[src/hw/rtl/bsw_pkg.sv]
// ----------------------------------------------------------------------------
// bsw_pkg
// Shared types and constants of the B-spline basis weight block.
// ----------------------------------------------------------------------------
package bsw_pkg;

  localparam int unsigned ONE_Q16 = 65536;

  typedef enum logic {
    CFG_OFFSET = 1'b0,
    CFG_SCALE  = 1'b1
  } cfg_idx_t;

  typedef logic [16:0] wgt_t;

endpackage

[src/hw/rtl/bsw_blend.sv]
// ----------------------------------------------------------------------------
// bsw_blend
// Blend factor (z - knot_lo) / span, rounded half up, clamped to 1.0.
// ----------------------------------------------------------------------------
module bsw_blend #(
  parameter int ZW = 24
) (
  input  logic [ZW-1:0] z,
  input  logic [4:0]    klo,
  input  logic [4:0]    span,
  output bsw_pkg::wgt_t w
);
  import bsw_pkg::*;

  logic signed [ZW+1:0] num;
  logic [ZW+17:0]       q;
  logic [ZW+19:0]       p3;

  always_comb begin
    num = $signed({2'b00, z}) - $signed({1'b0, klo, 16'h0000});
    q   = '0;
    p3  = '0;
    w   = '0;
    if (span == 5'd1) begin
      q = {{16{1'b0}}, num[ZW+1:0]};
    end else if (span == 5'd2) begin
      q = {{17{1'b0}}, num[ZW+1:1]} + (ZW+18)'(num[0]);
    end else if (span == 5'd3) begin
      // (num + 1) / 3 by reciprocal, exact below 2^19, clamped above
      p3 = ((ZW+20)'(num[ZW:0]) + (ZW+20)'(1)) * (ZW+20)'(349526);
      q  = (ZW+18)'(p3 >> 20);
    end
    if (span != 5'd0 && !num[ZW+1] && num != '0) begin
      w = (q > (ZW+18)'(ONE_Q16)) ? wgt_t'(ONE_Q16) : q[16:0];
    end
  end

endmodule

[config.mk]
export PLATFORM = sky130hd
export DESIGN_NAME = bsw_blend
export DESIGN_NICKNAME = d
export VERILOG_FILES = /design/src/hw/rtl/bsw_pkg.sv /design/src/hw/rtl/bsw_blend.sv
export SDC_FILE = /design/constraint.sdc
export NUM_CORES = 1
export LEC_CHECK = 0
export ABC_AREA = 1
export BUFFER_PORTS_ARGS = -buffer_cell sky130_fd_sc_hd__buf_2
export CAP_MARGIN = 40
export CORE_UTILIZATION = 65
export DETAILED_ROUTE_END_ITERATION = 8
export MAX_ROUTING_LAYER = met4
export PLACE_DENSITY_LB_ADDON = 0.2
export SLEW_MARGIN = 15
export SYNTH_ARGS = -nofsm -noshare
export SYNTH_HDL_FRONTEND = slang
export SYNTH_SLANG_ARGS = --single-unit
[constraint.sdc]
create_clock -name vclk -period 18
set_input_delay 4.5 -clock vclk [all_inputs]
set_output_delay 4.5 -clock vclk [all_outputs]
set_load 0.03 [all_outputs]
==> results of run 1 <==
-- per-stage QoR --
step           cells  util [%]  hold WS, ns  instance area, sq um  setup slack, ns
6_report        2036     69.60        9.531                 12500           0.4076
5_1_grt         2036     69.60        9.562                 12500          0.03283
4_1_cts         2035     69.50        9.517                 12480           0.5085
3_5_place_dp    2035     69.50        9.517                 12480           0.5568
3_3_place_gp    2035     69.50        9.504                 12480           0.5459
2_1_floorplan   1752         -        9.273                 11900            2.093
-- placed cells by master, fill, tap and decap left out, drive strengths merged, types with 5 or more instances in the layout --
cell type  count
nand4         18
buf           62
nand3         87
nand2        430
o21bai         5
inv          575
nor2         128
o21ai         12
xor2          23
a21boi         5
nand3b         5
nor4           9
ha           201
fa           175
a21oi         38
nor3          13
-- kinds of logic after synthesis --
family,count (synthesis),share of synthesized area (%)
fa+ha+maj,376,50.58
buf+inv,583,18.54
compound gates,70,3.365
xor+xnor,24,1.924
simple gates,696,25.52
other cells,2,0.06312
-- area by class of cell --
class / count / share of cell area [%]
antenna: 1 / 0.02002
inverter: 575 / 17.26
tap: 229 / 2.292
multi-input combinational: 1169 / 77.72
timing repair buffer: 62 / 2.702
-- metal layers --
layer	wire length, microns	vias up
li1	-	5255
met1	15690	5240
met2	16710	582
met3	3805	120
met4	1454	0
met5	0	-
-- worst min-delay path by stage --
stage	to	depth (start not counted)	from	slack (ns)
final	w[0]	4	z[0]	9.53
after global routing	w[0]	4	z[0]	9.56
after floorplan	w[10]	4	z[10]	9.27
after CTS	w[0]	4	z[0]	9.52
after global placement	w[0]	4	z[0]	9.50
after detailed placement	w[0]	4	z[0]	9.52
-- critical path, delay by kind of cell --
| family | cells | cell delay (ns) |
|---|---|---|
| buffers and inverters | 8 | 0.70 |
| and+or+nand+nor | 19 | 3.19 |
| xor gates and xnor gates | 2 | 0.73 |
| adders and majority gates | 9 | 3.81 |
| AOI/OAI and AO/OA | 1 | 0.16 |
-- what timing repair did --
| action | 4_1_cts | 5_1_grt |
|---|---|---|
| resized for setup | 0 | 2 |
| buffers inserted | 0 | 0 |
| setup endpoints to repair | 0 | 3 |
==> results.sh, run 1 <==
export IMPL_row_count=49
export IMPL_synth_commonest_cells="inv_1, nand2_1, ha_1"
export IMPL_core_area_sq_um=17960
export IMPL_netlist_area_sq_um=11900
export IMPL_grt_use_met1_pct=56.69
export IMPL_drive_gt1_share_pct=5.814
export IMPL_grt_overflow=0
export IMPL_met2_usage_pct=67.00
export IMPL_wl_microns=37670
export IMPL_cp_startpoint="z[16]"
export IMPL_start_kind="input port"
export IMPL_tightestPinTransition_ns=0.8160
export IMPL_routed_via_density=5.500
export IMPL_gp_congestion=1.007
export IMPL_slew_headroom_pct=45.41
export IMPL_hold_viol=0
export IMPL_worstPathRequired_ns=13.50
export IMPL_status="finished clean"
export IMPL_use_met3_pct=8.021
export IMPL_clock_fmax_mhz=56.84
export IMPL_synth_top_area_cell="fa_1"
export IMPL_holdBufCountCts=0
export IMPL_multi_input_area_sq_um=9717
export IMPL_wl_per_cell_microns=18.50
export IMPL_nets=2218
export IMPL_cap_violations=0
export IMPL_hold_path_class="in2out"
export IMPL_ioPinCount=51
export IMPL_period_share_pct=97.74
export IMPL_tns_ns=0
export IMPL_ys_warn_count=0
export IMPL_cp_common_cell="nand2_1"
export IMPL_cp_arrival_ns=13.09
export IMPL_cp_endpoint="w[5]"
export IMPL_netlist_area_leader_share_pct=29.45
export IMPL_place_hpwl_microns=34070
export IMPL_n_fill_cell=1565
export IMPL_drc_errors=0
export IMPL_synth_seq_area_share_pct=0
export IMPL_synth_most_common_cell="inv_1"
export IMPL_grt_max_degree=22
export IMPL_grt_pass1_vias=11140
export IMPL_rsz0062_at_grt="no"
export IMPL_clockBufferCount=0
export IMPL_crit_slowest_cell="fa_1"
export IMPL_grt_busiest_layer="met2"
export IMPL_area_delta_synth_final_pct=5.079
export IMPL_dr_total_vias=11200
export IMPL_synth_area_leaders="fa_1, ha_1, inv_1"
export IMPL_numPortBuffers=51
export IMPL_ys_types=44
export IMPL_final_setup_viol_count=0
export IMPL_first_pass_iters=5
export IMPL_gr_usage_all_layers_pct=43.10
export IMPL_syn_area_per_cell_sq_um=6.795
export IMPL_initial_core_util_pct=66.23
export IMPL_ant_nets=0
export IMPL_dieArea_sq_um=18850
export IMPL_crit_type="in2out"
export IMPL_seq_area_sq_um=0
export IMPL_drt_iter0_markers=980
export IMPL_fp_dieH_microns=137.3
export IMPL_fp_dieW_microns=137.3
export IMPL_worst_setup_path_end_kind="output pin"
export IMPL_seq_cell_count=0
export IMPL_cp_max_fo=16
export IMPL_max_stage_delay_ns=0.56
export IMPL_synthCells=1751
export IMPL_min_period_ns=17.59
export IMPL_antenna_found_initial=1
export IMPL_slew_viol_final=0
export IMPL_grt_pass1_wl_microns=58470
Power of run 1 is not shown: default switching activity piles up to over one toggle a cycle in this logic, so the estimate is an artifact.
==> run 2: changes to the inputs <==
Settings changed: MAX_ROUTING_LAYER met4 to default.
==> run 2 against run 1 <==
Against the previous run: fmax rose by 0.46%; utilization stayed put; largest cell class unchanged; global-route usage hardly changed; cell area stayed put; sequential share of layout area unchanged; die area did not move; count of clock-buffer cells in the layout did not move; routed wire length is 3.8% higher; hold slack worse by 0.0064 ns; first-iteration DRC count grew 38%; sequential cell count unchanged.
==> results.sh, run 2 (synthesized netlist as in run 1, its figures left out) <==
export IMPL_status="finished clean"
export IMPL_seq_cell_count=0
export IMPL_hold_path_class="in2out"
export IMPL_top_layer="met4"
export IMPL_cp_arrival_ns=13.01
export IMPL_numPortBuffers=51
export IMPL_worst_path_buf_inv=9
export IMPL_final_common_cell="inv_1"
export IMPL_cts_resized=0
export IMPL_slew_viol_final=0
export IMPL_nets=2219
export IMPL_hold_path_depth=4
export IMPL_row_count=49
export IMPL_core_area_sq_um=17960
export IMPL_fp_dieW_microns=137.3
export IMPL_clockBufferCount=0
export IMPL_wl_met3_microns=4585
export IMPL_antenna_found_initial=1
export IMPL_holdCritStartpoint="z[0]"
export IMPL_tightestPinTransition_ns=0.9230
export IMPL_worstPathRequired_ns=13.50
export IMPL_fp_dieH_microns=137.3
export IMPL_first_pass_iters=6
export IMPL_crit_slowest_cell="fa_1"
export IMPL_slew_headroom_pct=37.90
export IMPL_min_period_ns=17.51
export IMPL_place_hpwl_microns=35060
export IMPL_routed_via_density=5.629
export IMPL_ioPinCount=51
export IMPL_start_kind="input port"
export IMPL_ant_nets=0
export IMPL_n_fill_cell=1601
export IMPL_final_setup_viol_count=0
export IMPL_period_share_pct=97.28
export IMPL_tns_ns=0
export IMPL_grt_max_degree=22
export IMPL_cp_max_fo=16
export IMPL_gr_usage_all_layers_pct=43.07
export IMPL_wl_microns=39090
export IMPL_dr_total_vias=11470
export IMPL_holdBufCountCts=0
export IMPL_hold_viol=0
export IMPL_worst_setup_path_end_kind="output pin"
export IMPL_grt_pass1_wl_microns=60050
export IMPL_max_stage_delay_ns=0.55
export IMPL_met1_length_microns=15320
export IMPL_grt_pass1_vias=11310
export IMPL_area_delta_synth_final_pct=5.079
export IMPL_rsz0062_at_grt="no"
export IMPL_met2_wirelength_microns=17430
export IMPL_final_cell_mix="inv_1, nand2_1, ha_1"
export IMPL_multi_input_area_sq_um=9709
export IMPL_post_cts_buffers=0
export IMPL_drc_errors=0
export IMPL_crit_type="in2out"
export IMPL_wl_per_cell_microns=19.19
export IMPL_drt_iter0_markers=1357
export IMPL_gp_congestion=1.073
export IMPL_dieArea_sq_um=18850
export IMPL_grt_overflow=0
export IMPL_cap_violations=0
export IMPL_seq_area_sq_um=0
export IMPL_hold_end="w[0]"
export IMPL_initial_core_util_pct=66.23
export IMPL_critPathTopFamily="adder cells"
export IMPL_clock_fmax_mhz=57.11
export IMPL_drive_gt1_share_pct=5.811
export IMPL_cp_common_cell="nand2_1"
## run 2: worst max-delay path by stage
stage / cells after the start / endpoint / from
CTS: 39 / w[5] / z[16]
detailed placement: 39 / w[5] / z[16]
floorplan: 38 / w[10] / z[16]
global placement: 39 / w[5] / z[16]
global route: 43 / w[5] / z[16]
finish: 39 / w[5] / z[16]
## run 2: per-stage QoR
stage	utilization, %	worst slack [ns]	cells	instance area, sq um	hold slack (ns)
2_1_floorplan	-	2.093	1752	11900	9.273
3_3_place_gp	69.54	0.8823	2036	12490	9.503
3_5_place_dp	69.54	0.6182	2036	12490	9.519
4_1_cts	69.54	0.5640	2036	12490	9.519
5_1_grt	69.58	0.06125	2036	12500	9.555
6_report	69.60	0.4891	2037	12500	9.525
## run 2: final cells by class
| cell class | count | area share [%] |
|---|---|---|
| antenna | 1 | 0.02002 |
| inverter | 575 | 17.26 |
| multi-input combinational | 1169 | 77.66 |
| tap | 229 | 2.292 |
| timing repair buffer | 63 | 2.762 |
## run 2: tightest hold or removal path, delay by kind of cell
| family | cells | cell delay, ns |
|---|---|---|
| buf+inv | 2 | 0.31 |
| simple gates | 1 | 0.10 |
| compound gates | 1 | 0.11 |
## run 2: per-layer routing
layer	track usage, %	vias to the layer above
li1	-	5241
met3	9.272	148
met4	18.01	0
met1	56.47	5324
met5	0	-
met2	68.57	753
Power of run 2 is left out for the same reason.
==> run 3: changes to the inputs <==
Settings changed: CAP_MARGIN 40 to 10, PLACE_DENSITY from default to 0.79, PLACE_DENSITY_LB_ADDON 0.2 to default.
==> run 3 against run 2 <==
Against the previous run: global-route usage is 3.0 points lower; routed wire length down 7.3%; worst setup slack gained 0.14 ns; sequential share of layout area unchanged; sequential cell count stayed put; die area stayed put.
==> results.sh, run 3 (synthesized netlist as in run 1, its figures left out) <==
export IMPL_status="finished clean"
export IMPL_cap_violations=0
export IMPL_final_setup_viol_count=0
export IMPL_clockBufferCount=0
export IMPL_place_hpwl_microns=32880
export IMPL_gp_congestion=1.027
export IMPL_cp_arrival_ns=12.87
export IMPL_final_common_cell="inv_1"
export IMPL_slew_viol_final=0
export IMPL_cp_max_fo=16
export IMPL_start_kind="input port"
export IMPL_fp_dieW_microns=137.3
export IMPL_seq_cell_count=0
export IMPL_fp_dieH_microns=137.3
export IMPL_antenna_cells=0
export IMPL_crit_type="in2out"
export IMPL_dieArea_sq_um=18850
export IMPL_grt_overflow=0
export IMPL_grt_pass1_wl_microns=56080
export IMPL_drc_errors=0
export IMPL_hold_path_depth=4
export IMPL_worstPathRequired_ns=13.50
export IMPL_drive_gt1_share_pct=5.759
export IMPL_wl_per_cell_microns=17.81
export IMPL_wl_microns=36250
export IMPL_n_fill_cell=1539
export IMPL_row_count=49
export IMPL_ant_nets=0
export IMPL_area_delta_synth_final_pct=4.995
export IMPL_min_period_ns=17.37
export IMPL_crit_slowest_cell="fa_1"
export IMPL_routed_via_density=5.401
export IMPL_slew_headroom_pct=36.44
export IMPL_nets=2218
export IMPL_dr_total_vias=10990
export IMPL_hold_end="w[0]"
export IMPL_core_area_sq_um=17960
export IMPL_ioPinCount=51
export IMPL_antenna_found_initial=0
export IMPL_rsz0062_at_grt="no"
export IMPL_numPortBuffers=51
export IMPL_critPathTopFamily="adder cells"
export IMPL_holdCritStartpoint="z[0]"
export IMPL_max_stage_delay_ns=0.54
export IMPL_drt_iter0_markers=1059
export IMPL_final_cell_mix="inv_1, nand2_1, ha_1"
export IMPL_grt_pass1_vias=10800
export IMPL_worst_path_buf_inv=8
export IMPL_clock_fmax_mhz=57.56
export IMPL_first_pass_iters=6
export IMPL_hold_viol=0
export IMPL_cp_common_cell="inv_1"
export IMPL_period_share_pct=96.51
export IMPL_gr_usage_all_layers_pct=40.03
export IMPL_initial_core_util_pct=66.23
export IMPL_tightestPinTransition_ns=0.9455
export IMPL_seq_area_sq_um=0
export IMPL_tns_ns=0
export IMPL_post_cts_buffers=0
export IMPL_worst_setup_path_end_kind="output pin"
export IMPL_grt_max_degree=19
export IMPL_hold_path_class="in2out"
[run 3: final cells by class]
type                       count  area, sq um  area share (%)
multi-input combinational   1169         9709           77.72
inverter                     575         2158           17.28
timing repair buffer          62        337.8           2.704
tap                          229        286.5           2.294
[run 3: how the worst max path moves through the flow]
stage	startpoint	endpoint	slack, ns	depth (start not counted)
floorplan	z[16]	w[10]	2.09	38
global placement	z[16]	w[5]	0.67	37
detailed placement	z[16]	w[2]	0.66	37
CTS	z[16]	w[11]	0.63	37
global route	z[16]	w[0]	0.19	43
finish	z[16]	w[2]	0.63	37
[run 3: repair_timing]
action	in CTS	in global routing
hold buffers	0	0
setup endpoints to repair	0	1
gates resized for setup	0	1
hold endpoints to repair	0	0
[run 3: per-layer routing]
| metal | GRT usage, % | vias up | part of all wire (%) |
|---|---|---|---|
| met5 | 0 | - | 0 |
| li1 | - | 5251 | - |
| met1 | 55.92 | 5095 | 43 |
| met3 | 5.850 | 105 | 9.6 |
| met2 | 64.03 | 540 | 44 |
| met4 | 11.78 | 0 | 3.7 |
[run 3: tightest hold or removal path: stages]
cell	delay [ns]
buf_2	0.13
o22ai_1	0.12
nor2_1	0.10
buf_2	0.20
[run 3: stage by stage]
step                setup WS, ns  hold slack, ns  util, %  instance area (sq um)  std cells
floorplan                  2.093           9.273        -                  11900       1752
global placement          0.6720           9.512    69.50                  12480       2035
detailed placement        0.6618           9.533    69.50                  12480       2035
CTS                       0.6271           9.535    69.50                  12480       2035
global route              0.1865           9.619    69.54                  12490       2035
finish                    0.6276           9.553    69.54                  12490       2035
Power of run 3 is left out for the same reason.
